`config.mk`:
```
export PLATFORM = sky130hd
export DESIGN_NAME = fit_policy_block_allocator_unit
export DESIGN_NICKNAME = d
export VERILOG_FILES = /design/src/hw/rtl/fpba_pkg.sv /design/src/hw/rtl/fit_policy_block_allocator_unit.sv
export SDC_FILE = /design/constraint.sdc
export NUM_CORES = 2
export LEC_CHECK = 0
export BUFFER_PORTS_ARGS = -buffer_cell sky130_fd_sc_hd__buf_2
export CORE_AREA = 2 2 497 499
export DETAILED_ROUTE_END_ITERATION = 8
export DIE_AREA = 0 0 499 501
export PLACE_DENSITY_LB_ADDON = 0.3
export SETUP_SLACK_MARGIN = 0.15
export SYNTH_ARGS = -nofsm -noshare
export SYNTH_HDL_FRONTEND = slang
export SYNTH_SLANG_ARGS = --single-unit
```
`constraint.sdc`:
```
create_clock -name clk_i -period 10.12 [get_ports clk_i]
set_clock_uncertainty 0.2 [all_clocks]
set_input_delay 1.518 -clock clk_i [delete_from_list [all_inputs] [get_ports clk_i]]
set_output_delay 1.518 -clock clk_i [all_outputs]
set_load 0.02 [all_outputs]
```
`src/hw/rtl/fpba_pkg.sv`:
```
// ----------------------------------------------------------------------------
// fpba_pkg
// Shared types and codes for the fit-policy block allocator.
// ----------------------------------------------------------------------------
`default_nettype none

package fpba_pkg;

  localparam int unsigned MaxBlocksDef   = 64;
  localparam int unsigned HeapBytesDef   = 65536;
  localparam int unsigned HeaderBytesDef = 24;

  localparam int unsigned OffsetLimit = 65535;

  localparam logic [1:0] OP_ALLOC = 2'd0;
  localparam logic [1:0] OP_FREE  = 2'd1;
  localparam logic [1:0] OP_CLEAR = 2'd2;

  localparam logic [1:0] FIT_FIRST = 2'd0;
  localparam logic [1:0] FIT_NEXT  = 2'd1;
  localparam logic [1:0] FIT_BEST  = 2'd2;

  localparam logic [1:0] ST_OK      = 2'd0;
  localparam logic [1:0] ST_NOSPACE = 2'd1;
  localparam logic [1:0] ST_NOMATCH = 2'd2;

  typedef struct packed {
    logic [1:0]  op;
    logic [15:0] request_bytes;
    logic [15:0] free_offset;
  } cmd_t;

  typedef struct packed {
    logic [1:0]  status;
    logic [15:0] data_offset;
    logic [16:0] granted_size;
    logic        reused;
  } rsp_t;

  // one table entry
  typedef struct packed {
    logic        used;
    logic [15:0] off;
    logic [16:0] size;
  } blk_t;

endpackage

`default_nettype wire

```
`src/hw/rtl/fit_policy_block_allocator_unit.sv`:
```
// ----------------------------------------------------------------------------
// fit_policy_block_allocator_unit
// Heap block allocator with first, next and best fit over a block table.
// ----------------------------------------------------------------------------
//  channel  | ports                      | handshake
//  ---------+----------------------------+------------------------------------
//  command  | start, busy, cmd_i         | taken when start && !busy
//  result   | done_o, rsp_o              | one-cycle strobe, never stalled
//  config   | cfg_we_i, cfg_wdata_i      | fit_mode written when cfg_we_i
//
//  Allocate and free scan the table one entry a cycle through the memory read
//  port. A split then shifts any entries above the picked one up one entry, one
//  entry a cycle. Clear and unused ops finish from idle without a scan. Reset
//  clears count, heap top and next-fit start; table contents are not reset. The
//  result cannot be stalled.
`default_nettype none

module fit_policy_block_allocator_unit
  import fpba_pkg::*;
#(
  parameter int unsigned MAX_BLOCKS   = MaxBlocksDef,
  parameter int unsigned HEAP_BYTES   = HeapBytesDef,
  parameter int unsigned HEADER_BYTES = HeaderBytesDef
) (
  input  wire        clk_i,
  input  wire        rst_ni,
  input  wire        start,
  output logic       busy,
  input  cmd_t       cmd_i,
  output logic       done_o,
  output rsp_t       rsp_o,
  input  wire        cfg_we_i,
  input  wire  [1:0] cfg_wdata_i
);

  localparam int unsigned IW = $clog2(MAX_BLOCKS);
  localparam int unsigned CW = $clog2(MAX_BLOCKS + 1);
  localparam logic [CW-1:0] CntMax = CW'(MAX_BLOCKS);
  localparam logic [17:0]   HdrW   = 18'(HEADER_BYTES);
  localparam logic [17:0]   HeapW  = 18'(HEAP_BYTES);
  localparam logic [17:0]   OffLim = 18'(OffsetLimit);

  typedef enum logic [2:0] {
    S_IDLE, S_SCAN, S_DECIDE, S_SHIFT, S_WR_REM, S_WR_PICK
  } state_e;

  blk_t mem [MAX_BLOCKS];
  blk_t rdata_q;

  state_e        state_q, state_d;
  logic [1:0]    mode_q;
  logic [CW-1:0] count_q, count_d;
  logic [16:0]   top_q, top_d;
  logic          nfs_v_q, nfs_v_d;
  logic [IW-1:0] nfs_q, nfs_d;
  logic [1:0]    op_q, op_d;
  logic [16:0]   req_q, req_d;
  logic [15:0]   foff_q, foff_d;
  logic [CW-1:0] scan_q, scan_d;
  logic          rv_q, rv_d;
  logic [IW-1:0] ri_q, ri_d;
  logic          found_q, found_d;
  logic [IW-1:0] pick_q, pick_d;
  blk_t          pdat_q, pdat_d;
  logic [16:0]   bleft_q, bleft_d;
  logic [IW-1:0] sh_q, sh_d;
  blk_t          wpick_q, wpick_d;
  logic [IW-1:0] wpidx_q, wpidx_d;
  blk_t          rem_q, rem_d;
  logic          done_q, done_d;
  rsp_t          rsp_q, rsp_d;

  logic          we;
  logic [IW-1:0] waddr, raddr;
  blk_t          wdata;

  logic          fit, hit;
  logic [16:0]   left;
  logic [17:0]   grow_end, grow_off;
  logic          split;

  assign busy   = (state_q != S_IDLE);
  assign done_o = done_q;
  assign rsp_o  = rsp_q;

  assign fit  = !rdata_q.used && (rdata_q.size >= req_q);
  assign left = rdata_q.size - req_q;
  assign hit  = rv_q && ((op_q == OP_FREE) ? (rdata_q.off == foff_q)
                                           : (fit && mode_q != FIT_BEST));
  assign grow_off = {1'b0, top_q} + HdrW;
  assign grow_end = grow_off + {1'b0, req_q};
  assign split    = (pdat_q.size > req_q) && (count_q < CntMax);

  always_ff @(posedge clk_i) begin
    if (we) begin
      mem[waddr] <= wdata;
    end
    rdata_q <= mem[raddr];
  end

  always_comb begin
    state_d = state_q;
    count_d = count_q;
    top_d   = top_q;
    nfs_v_d = nfs_v_q;
    nfs_d   = nfs_q;
    op_d    = op_q;
    req_d   = req_q;
    foff_d  = foff_q;
    scan_d  = scan_q;
    rv_d    = 1'b0;
    ri_d    = ri_q;
    found_d = found_q;
    pick_d  = pick_q;
    pdat_d  = pdat_q;
    bleft_d = bleft_q;
    sh_d    = sh_q;
    wpick_d = wpick_q;
    wpidx_d = wpidx_q;
    rem_d   = rem_q;
    done_d  = 1'b0;
    rsp_d   = rsp_q;
    we      = 1'b0;
    waddr   = wpidx_q;
    wdata   = wpick_q;
    raddr   = scan_q[IW-1:0];

    case (state_q)
      S_IDLE: begin
        if (start) begin
          op_d    = cmd_i.op;
          req_d   = ({1'b0, cmd_i.request_bytes} + 17'd7) & ~17'd7;
          foff_d  = cmd_i.free_offset;
          found_d = 1'b0;
          rsp_d   = '0;
          scan_d  = (cmd_i.op == OP_ALLOC && mode_q == FIT_NEXT && nfs_v_q)
                    ? CW'(nfs_q) : '0;
          if (cmd_i.op == OP_ALLOC || cmd_i.op == OP_FREE) begin
            state_d = S_SCAN;
          end else begin
            if (cmd_i.op == OP_CLEAR) begin
              count_d = '0;
              top_d   = '0;
              nfs_v_d = 1'b0;
              nfs_d   = '0;
            end
            done_d = 1'b1;
          end
        end
      end

      S_SCAN: begin
        if (hit) begin
          found_d = 1'b1;
          pick_d  = ri_q;
          pdat_d  = rdata_q;
        end else if (rv_q && fit && op_q == OP_ALLOC && mode_q == FIT_BEST &&
                     (!found_q || left < bleft_q)) begin
          found_d = 1'b1;
          pick_d  = ri_q;
          pdat_d  = rdata_q;
          bleft_d = left;
        end
        if (hit || scan_q >= count_q) begin
          state_d = S_DECIDE;
        end else begin
          rv_d   = 1'b1;
          ri_d   = scan_q[IW-1:0];
          scan_d = scan_q + 1'b1;
        end
      end

      S_DECIDE: begin
        if (op_q == OP_FREE) begin
          if (found_q) begin
            wpidx_d      = pick_q;
            wpick_d      = pdat_q;
            wpick_d.used = 1'b0;
            state_d      = S_WR_PICK;
          end else begin
            rsp_d.status = ST_NOMATCH;
            done_d       = 1'b1;
            state_d      = S_IDLE;
          end
        end else if (found_q) begin
          wpidx_d      = pick_q;
          wpick_d      = pdat_q;
          wpick_d.used = 1'b1;
          nfs_v_d      = 1'b1;
          nfs_d        = pick_q;
          rsp_d.data_offset  = pdat_q.off;
          rsp_d.granted_size = pdat_q.size;
          rsp_d.reused       = 1'b1;
          if (split) begin
            wpick_d.size       = req_q;
            rsp_d.granted_size = req_q;
            rem_d.used = 1'b0;
            rem_d.off  = pdat_q.off + req_q[15:0];
            rem_d.size = pdat_q.size - req_q;
            sh_d       = IW'(count_q - 1'b1);
            if (CW'(pick_q) + 1'b1 < count_q) begin
              state_d = S_SHIFT;
            end else begin
              state_d = S_WR_REM;
            end
          end else begin
            state_d = S_WR_PICK;
          end
        end else if (count_q >= CntMax || grow_end > HeapW || grow_off > OffLim) begin
          rsp_d.status = ST_NOSPACE;
          done_d       = 1'b1;
          state_d      = S_IDLE;
        end else begin
          wpidx_d      = count_q[IW-1:0];
          wpick_d.used = 1'b1;
          wpick_d.off  = grow_off[15:0];
          wpick_d.size = req_q;
          count_d      = count_q + 1'b1;
          top_d        = grow_end[16:0];
          nfs_v_d      = 1'b1;
          nfs_d        = count_q[IW-1:0];
          rsp_d.data_offset  = grow_off[15:0];
          rsp_d.granted_size = req_q;
          state_d      = S_WR_PICK;
        end
      end

      S_SHIFT: begin
        // move tail up one entry, top down
        if (rv_q) begin
          we    = 1'b1;
          waddr = ri_q + 1'b1;
          wdata = rdata_q;
        end
        raddr = sh_q;
        if (sh_q > pick_q) begin
          rv_d = 1'b1;
          ri_d = sh_q;
          sh_d = sh_q - 1'b1;
        end else if (!rv_q) begin
          state_d = S_WR_REM;
        end
      end

      S_WR_REM: begin
        we      = 1'b1;
        waddr   = pick_q + 1'b1;
        wdata   = rem_q;
        count_d = count_q + 1'b1;
        state_d = S_WR_PICK;
      end

      S_WR_PICK: begin
        we      = 1'b1;
        done_d  = 1'b1;
        state_d = S_IDLE;
      end

      default: begin
        state_d = S_IDLE;
      end
    endcase
  end

  always_ff @(posedge clk_i or negedge rst_ni) begin
    if (!rst_ni) begin
      state_q <= S_IDLE;
      mode_q  <= FIT_FIRST;
      count_q <= '0;
      top_q   <= '0;
      nfs_v_q <= 1'b0;
      nfs_q   <= '0;
      rv_q    <= 1'b0;
      done_q  <= 1'b0;
      op_q    <= '0;
      req_q   <= '0;
      foff_q  <= '0;
      scan_q  <= '0;
      ri_q    <= '0;
      found_q <= 1'b0;
      pick_q  <= '0;
      pdat_q  <= '0;
      bleft_q <= '0;
      sh_q    <= '0;
      wpick_q <= '0;
      wpidx_q <= '0;
      rem_q   <= '0;
      rsp_q   <= '0;
    end else begin
      state_q <= state_d;
      if (cfg_we_i) begin
        mode_q <= cfg_wdata_i;
      end
      count_q <= count_d;
      top_q   <= top_d;
      nfs_v_q <= nfs_v_d;
      nfs_q   <= nfs_d;
      rv_q    <= rv_d;
      done_q  <= done_d;
      op_q    <= op_d;
      req_q   <= req_d;
      foff_q  <= foff_d;
      scan_q  <= scan_d;
      ri_q    <= ri_d;
      found_q <= found_d;
      pick_q  <= pick_d;
      pdat_q  <= pdat_d;
      bleft_q <= bleft_d;
      sh_q    <= sh_d;
      wpick_q <= wpick_d;
      wpidx_q <= wpidx_d;
      rem_q   <= rem_d;
      rsp_q   <= rsp_d;
    end
  end

endmodule

`default_nettype wire

```
==> flow_summary.json <==
{
  "status": "complete, no violations",
  "synth_seq_area_share_pct": 70.7,
  "grt_util_all_layers_pct": 23.9,
  "crit_family": "compound AO/OA/AOI/OAI gates",
  "wl_per_cell_um": 26.3,
  "cts_sinks": 2462,
  "clock_latency_ns": 0.92,
  "period_needed_ns": 5.91,
  "reg2reg_to": "rdata_q[29]",
  "place_area_mm2": 0.107,
  "portBuffers": 77,
  "ys_seq_elements": 2462,
  "yosysTopAreaCell": "edfxtp_1",
  "postSynthCellCount": 8248,
  "crit_end": "rdata_q[29]",
  "power_leakage_uw": 0.0413,
  "ctsResizeCount": 0,
  "async_flop_share_pct": 10.2,
  "die_w_um": 499,
  "cp-start-kind": "register",
  "path_cells": "inv_1, nor2_1, buf_4, and2_1, a21oi_4, buf_4, buf_12, buf_4, nand3_1, a31oi_1, a21oi_1, a211oi_1, a21oi_1",
  "synth.distinct_cells": 68,
  "wl_um": 306000,
  "clockBufferDepth": 3,
  "synth_top_area_share_pct": 63.9,
  "ir_drop_uv": 288,
  "min-delay-path-class": "reg -> reg",
  "dp_hpwl_um": 169000,
  "rows": 182,
  "drtIter0Drc": 8743,
  "crit_start": "state_q[0]",
  "nNetsFinal": 8336,
  "crit_path_end_kind": "register",
  "finalHoldViolations": 0,
  "synth_top_flop_cell": "edfxtp_1",
  "drcViolationCount": 0,
  "drive_gt1_share_pct": 9.57,
  "first_global_vias": 63900,
  "hp-start": "nfs_v_q",
  "final_area_mm2": 0.115,
  "synth_warnings": 0,
  "cts_post_setup_buffers_inserted": 0,
  "antenna_left": 0,
  "root_buffer": "clkbuf_16",
  "cts_max_level": 4,
  "via_count": 68300,
  "yosysMostFrequentCell": "nand2_1",
  "power_uw": 38500,
  "dieArea_mm2": 0.250,
  "cts_tree": "yes",
  "r2r_start": "state_q[0]",
  "setup_violations": 0,
  "setup_tns_ns": 0,
  "slew_headroom_pct": 13.9,
  "holdWs_ns": 0.281,
  "cp_num_cells": 13,
  "mappedNetlistNets": 8389,
  "antenna_found_initial": 13,
  "routabilityCongestion": 0.894,
  "fp.dieH_um": 501,
  "cp.required_ns": 10.57,
  "synth_area_mm2": 0.102,
  "clkTransAtPathRegs_ns": 0.06,
  "cts_buffers": 240,
  "coreArea_mm2": 0.245,
  "reg2reg_depth": 13,
  "reg2reg_slack_ns": 4.21,
  "syn_avg_cell_area_um2": 12.4,
  "initial_core_util_pct": 41.8,
  "path_buf_inv": 5,
  "powerDensity_mw_per_mm2": 336,
  "slowest_stage": "a211oi_1",
  "holdBufCountCts": 0,
  "fin_ws_ns": 4.21,
  "worst-path-max-fanout": 89,
  "synth_area_leaders": "edfxtp_1, nand2_1, dfrtp_1",
  "ys_top_cells_by_count": "nand2_1, edfxtp_1, nand3_1",
  "grt_max_degree": 149,
  "grt_overflow_total": 0,
  "place_ws_ns": 4.34,
  "drv_cap": 0,
  "io_pins": 78,
  "critPathKind": "reg -> reg",
  "critPathMostFrequentCell": "buf_4",
  "viasPerCell": 5.87,
  "grt_pass1_wl_um": 443000,
  "tightestPinTransition_ns": 1.29,
  "area_growth_pct": 12.2,
  "slew_violations": 0,
  "synth_edf_count": 2176,
  "clock.fmax_mhz": 169,
  "slowest_delay_ns": 0.89,
  "post-route-period-util_pct": 58.4,
  "critical_path_arrival_ns": 6.36,
  "grt_setup_unrepaired": "no",
  "firstDrtPassIters": 8
}
[sequential cells by signal, indices dropped and copies added, names as in the netlist, 7 cells and up]
| name | count |
|---|---|
| foff_q | 16 |
| bleft_q | 17 |
| top_q | 14 |
| mem | 2176 |
| rdata_q | 34 |
| rsp_o | 36 |
| scan_q | 7 |
| count_q | 7 |
| rem_q | 33 |
| req_q | 14 |
| pdat_q | 33 |
| wpick_q | 34 |
[cells by family (layout without fill, tap and decap cells)]
kind of cell | count (synthesis) | after routing | share of synthesized area [%]
simple gates | 3622 | 3622 | 15.0
flops | 2462 | 2462 | 70.7
compound gates | 1179 | 1179 | 8.27
buf+inv | 643 | 798 | 2.41
mux | 149 | 149 | 1.57
fa+ha+maj | 101 | 101 | 1.27
xor+xnor | 92 | 92 | 0.788
other cells | 0 | 5 | 0
[layout by cell type, fill, tap and decap left out, types with 14 or more instances in the layout]
cell	instances
clkinv_1	54
nand2_1	2454
nand2_2	29
a21o_1	28
bufinv_16	20
nor2_4	66
and3_1	284
xor2_1	36
o21ai_0	117
a31oi_1	140
clkbuf_1	60
nor3_1	30
a22oi_1	38
dfrtp_1	252
a21oi_1	225
mux2i_1	56
nand2b_1	20
nor2b_1	15
mux2_2	88
ha_1	97
clkbuf_16	242
nand3_1	576
buf_4	152
xnor2_1	56
nand4_1	14
a211oi_1	108
buf_12	22
a311oi_1	408
dfxtp_1	34
clkinv_2	45
inv_1	97
buf_2	76
nor2_1	92
edfxtp_1	2176
[power by group]
part	switching, µW	total [µW]	leakage (µW)	internal [µW]
Clock	3910	8910	0.00381	5000
Sequential	756	13700	0.0237	13000
Combinational	11700	15900	0.0138	4170
[layer usage]
layer / share of wire (%) / track usage, %
met1: 40 / 32.7
met2: 46 / 37.1
met3: 9.5 / 4.77
met4: 4.5 / 10.2
met5: 0.0088 / 0
[tightest hold or removal path, cell delays in order, from the launching register on]
cell	delay, ns
dfrtp_1	0.35
nand2_1	0.05
nand2_1	0.05
[metrics by stage]
stage / utilization, % / std cells
6_report: 46.9 / 11600
2_1_floorplan: - / 8248
4_1_cts: 46.9 / 11600
3_5_place_dp: 43.7 / 11200
3_3_place_gp: 43.7 / 11200
5_1_grt: 46.9 / 11600
[worst min-delay path by stage]
stage               end  slack [ns]  cells past startpoint
5_1_grt         nfs_v_q        0.30                      2
4_1_cts         nfs_v_q        0.28                      2
3_5_place_dp    nfs_v_q        0.27                      2
6_report        nfs_v_q        0.28                      2
2_1_floorplan   nfs_v_q        0.25                      2
3_3_place_gp   rsp_o[0]        0.26                      1
[cell type report]
cell class,count,area (µm²)
diodes,5,12.5
clock buffers,315,6460
clock inverters,135,1340
fillers,21300,130000
inverters,97,364
multi-input cells,5143,28200
flip-flops and latches,2462,72300
well taps,3220,4030
repair buffers,251,1980
Power figures use the tool's default switching activity.
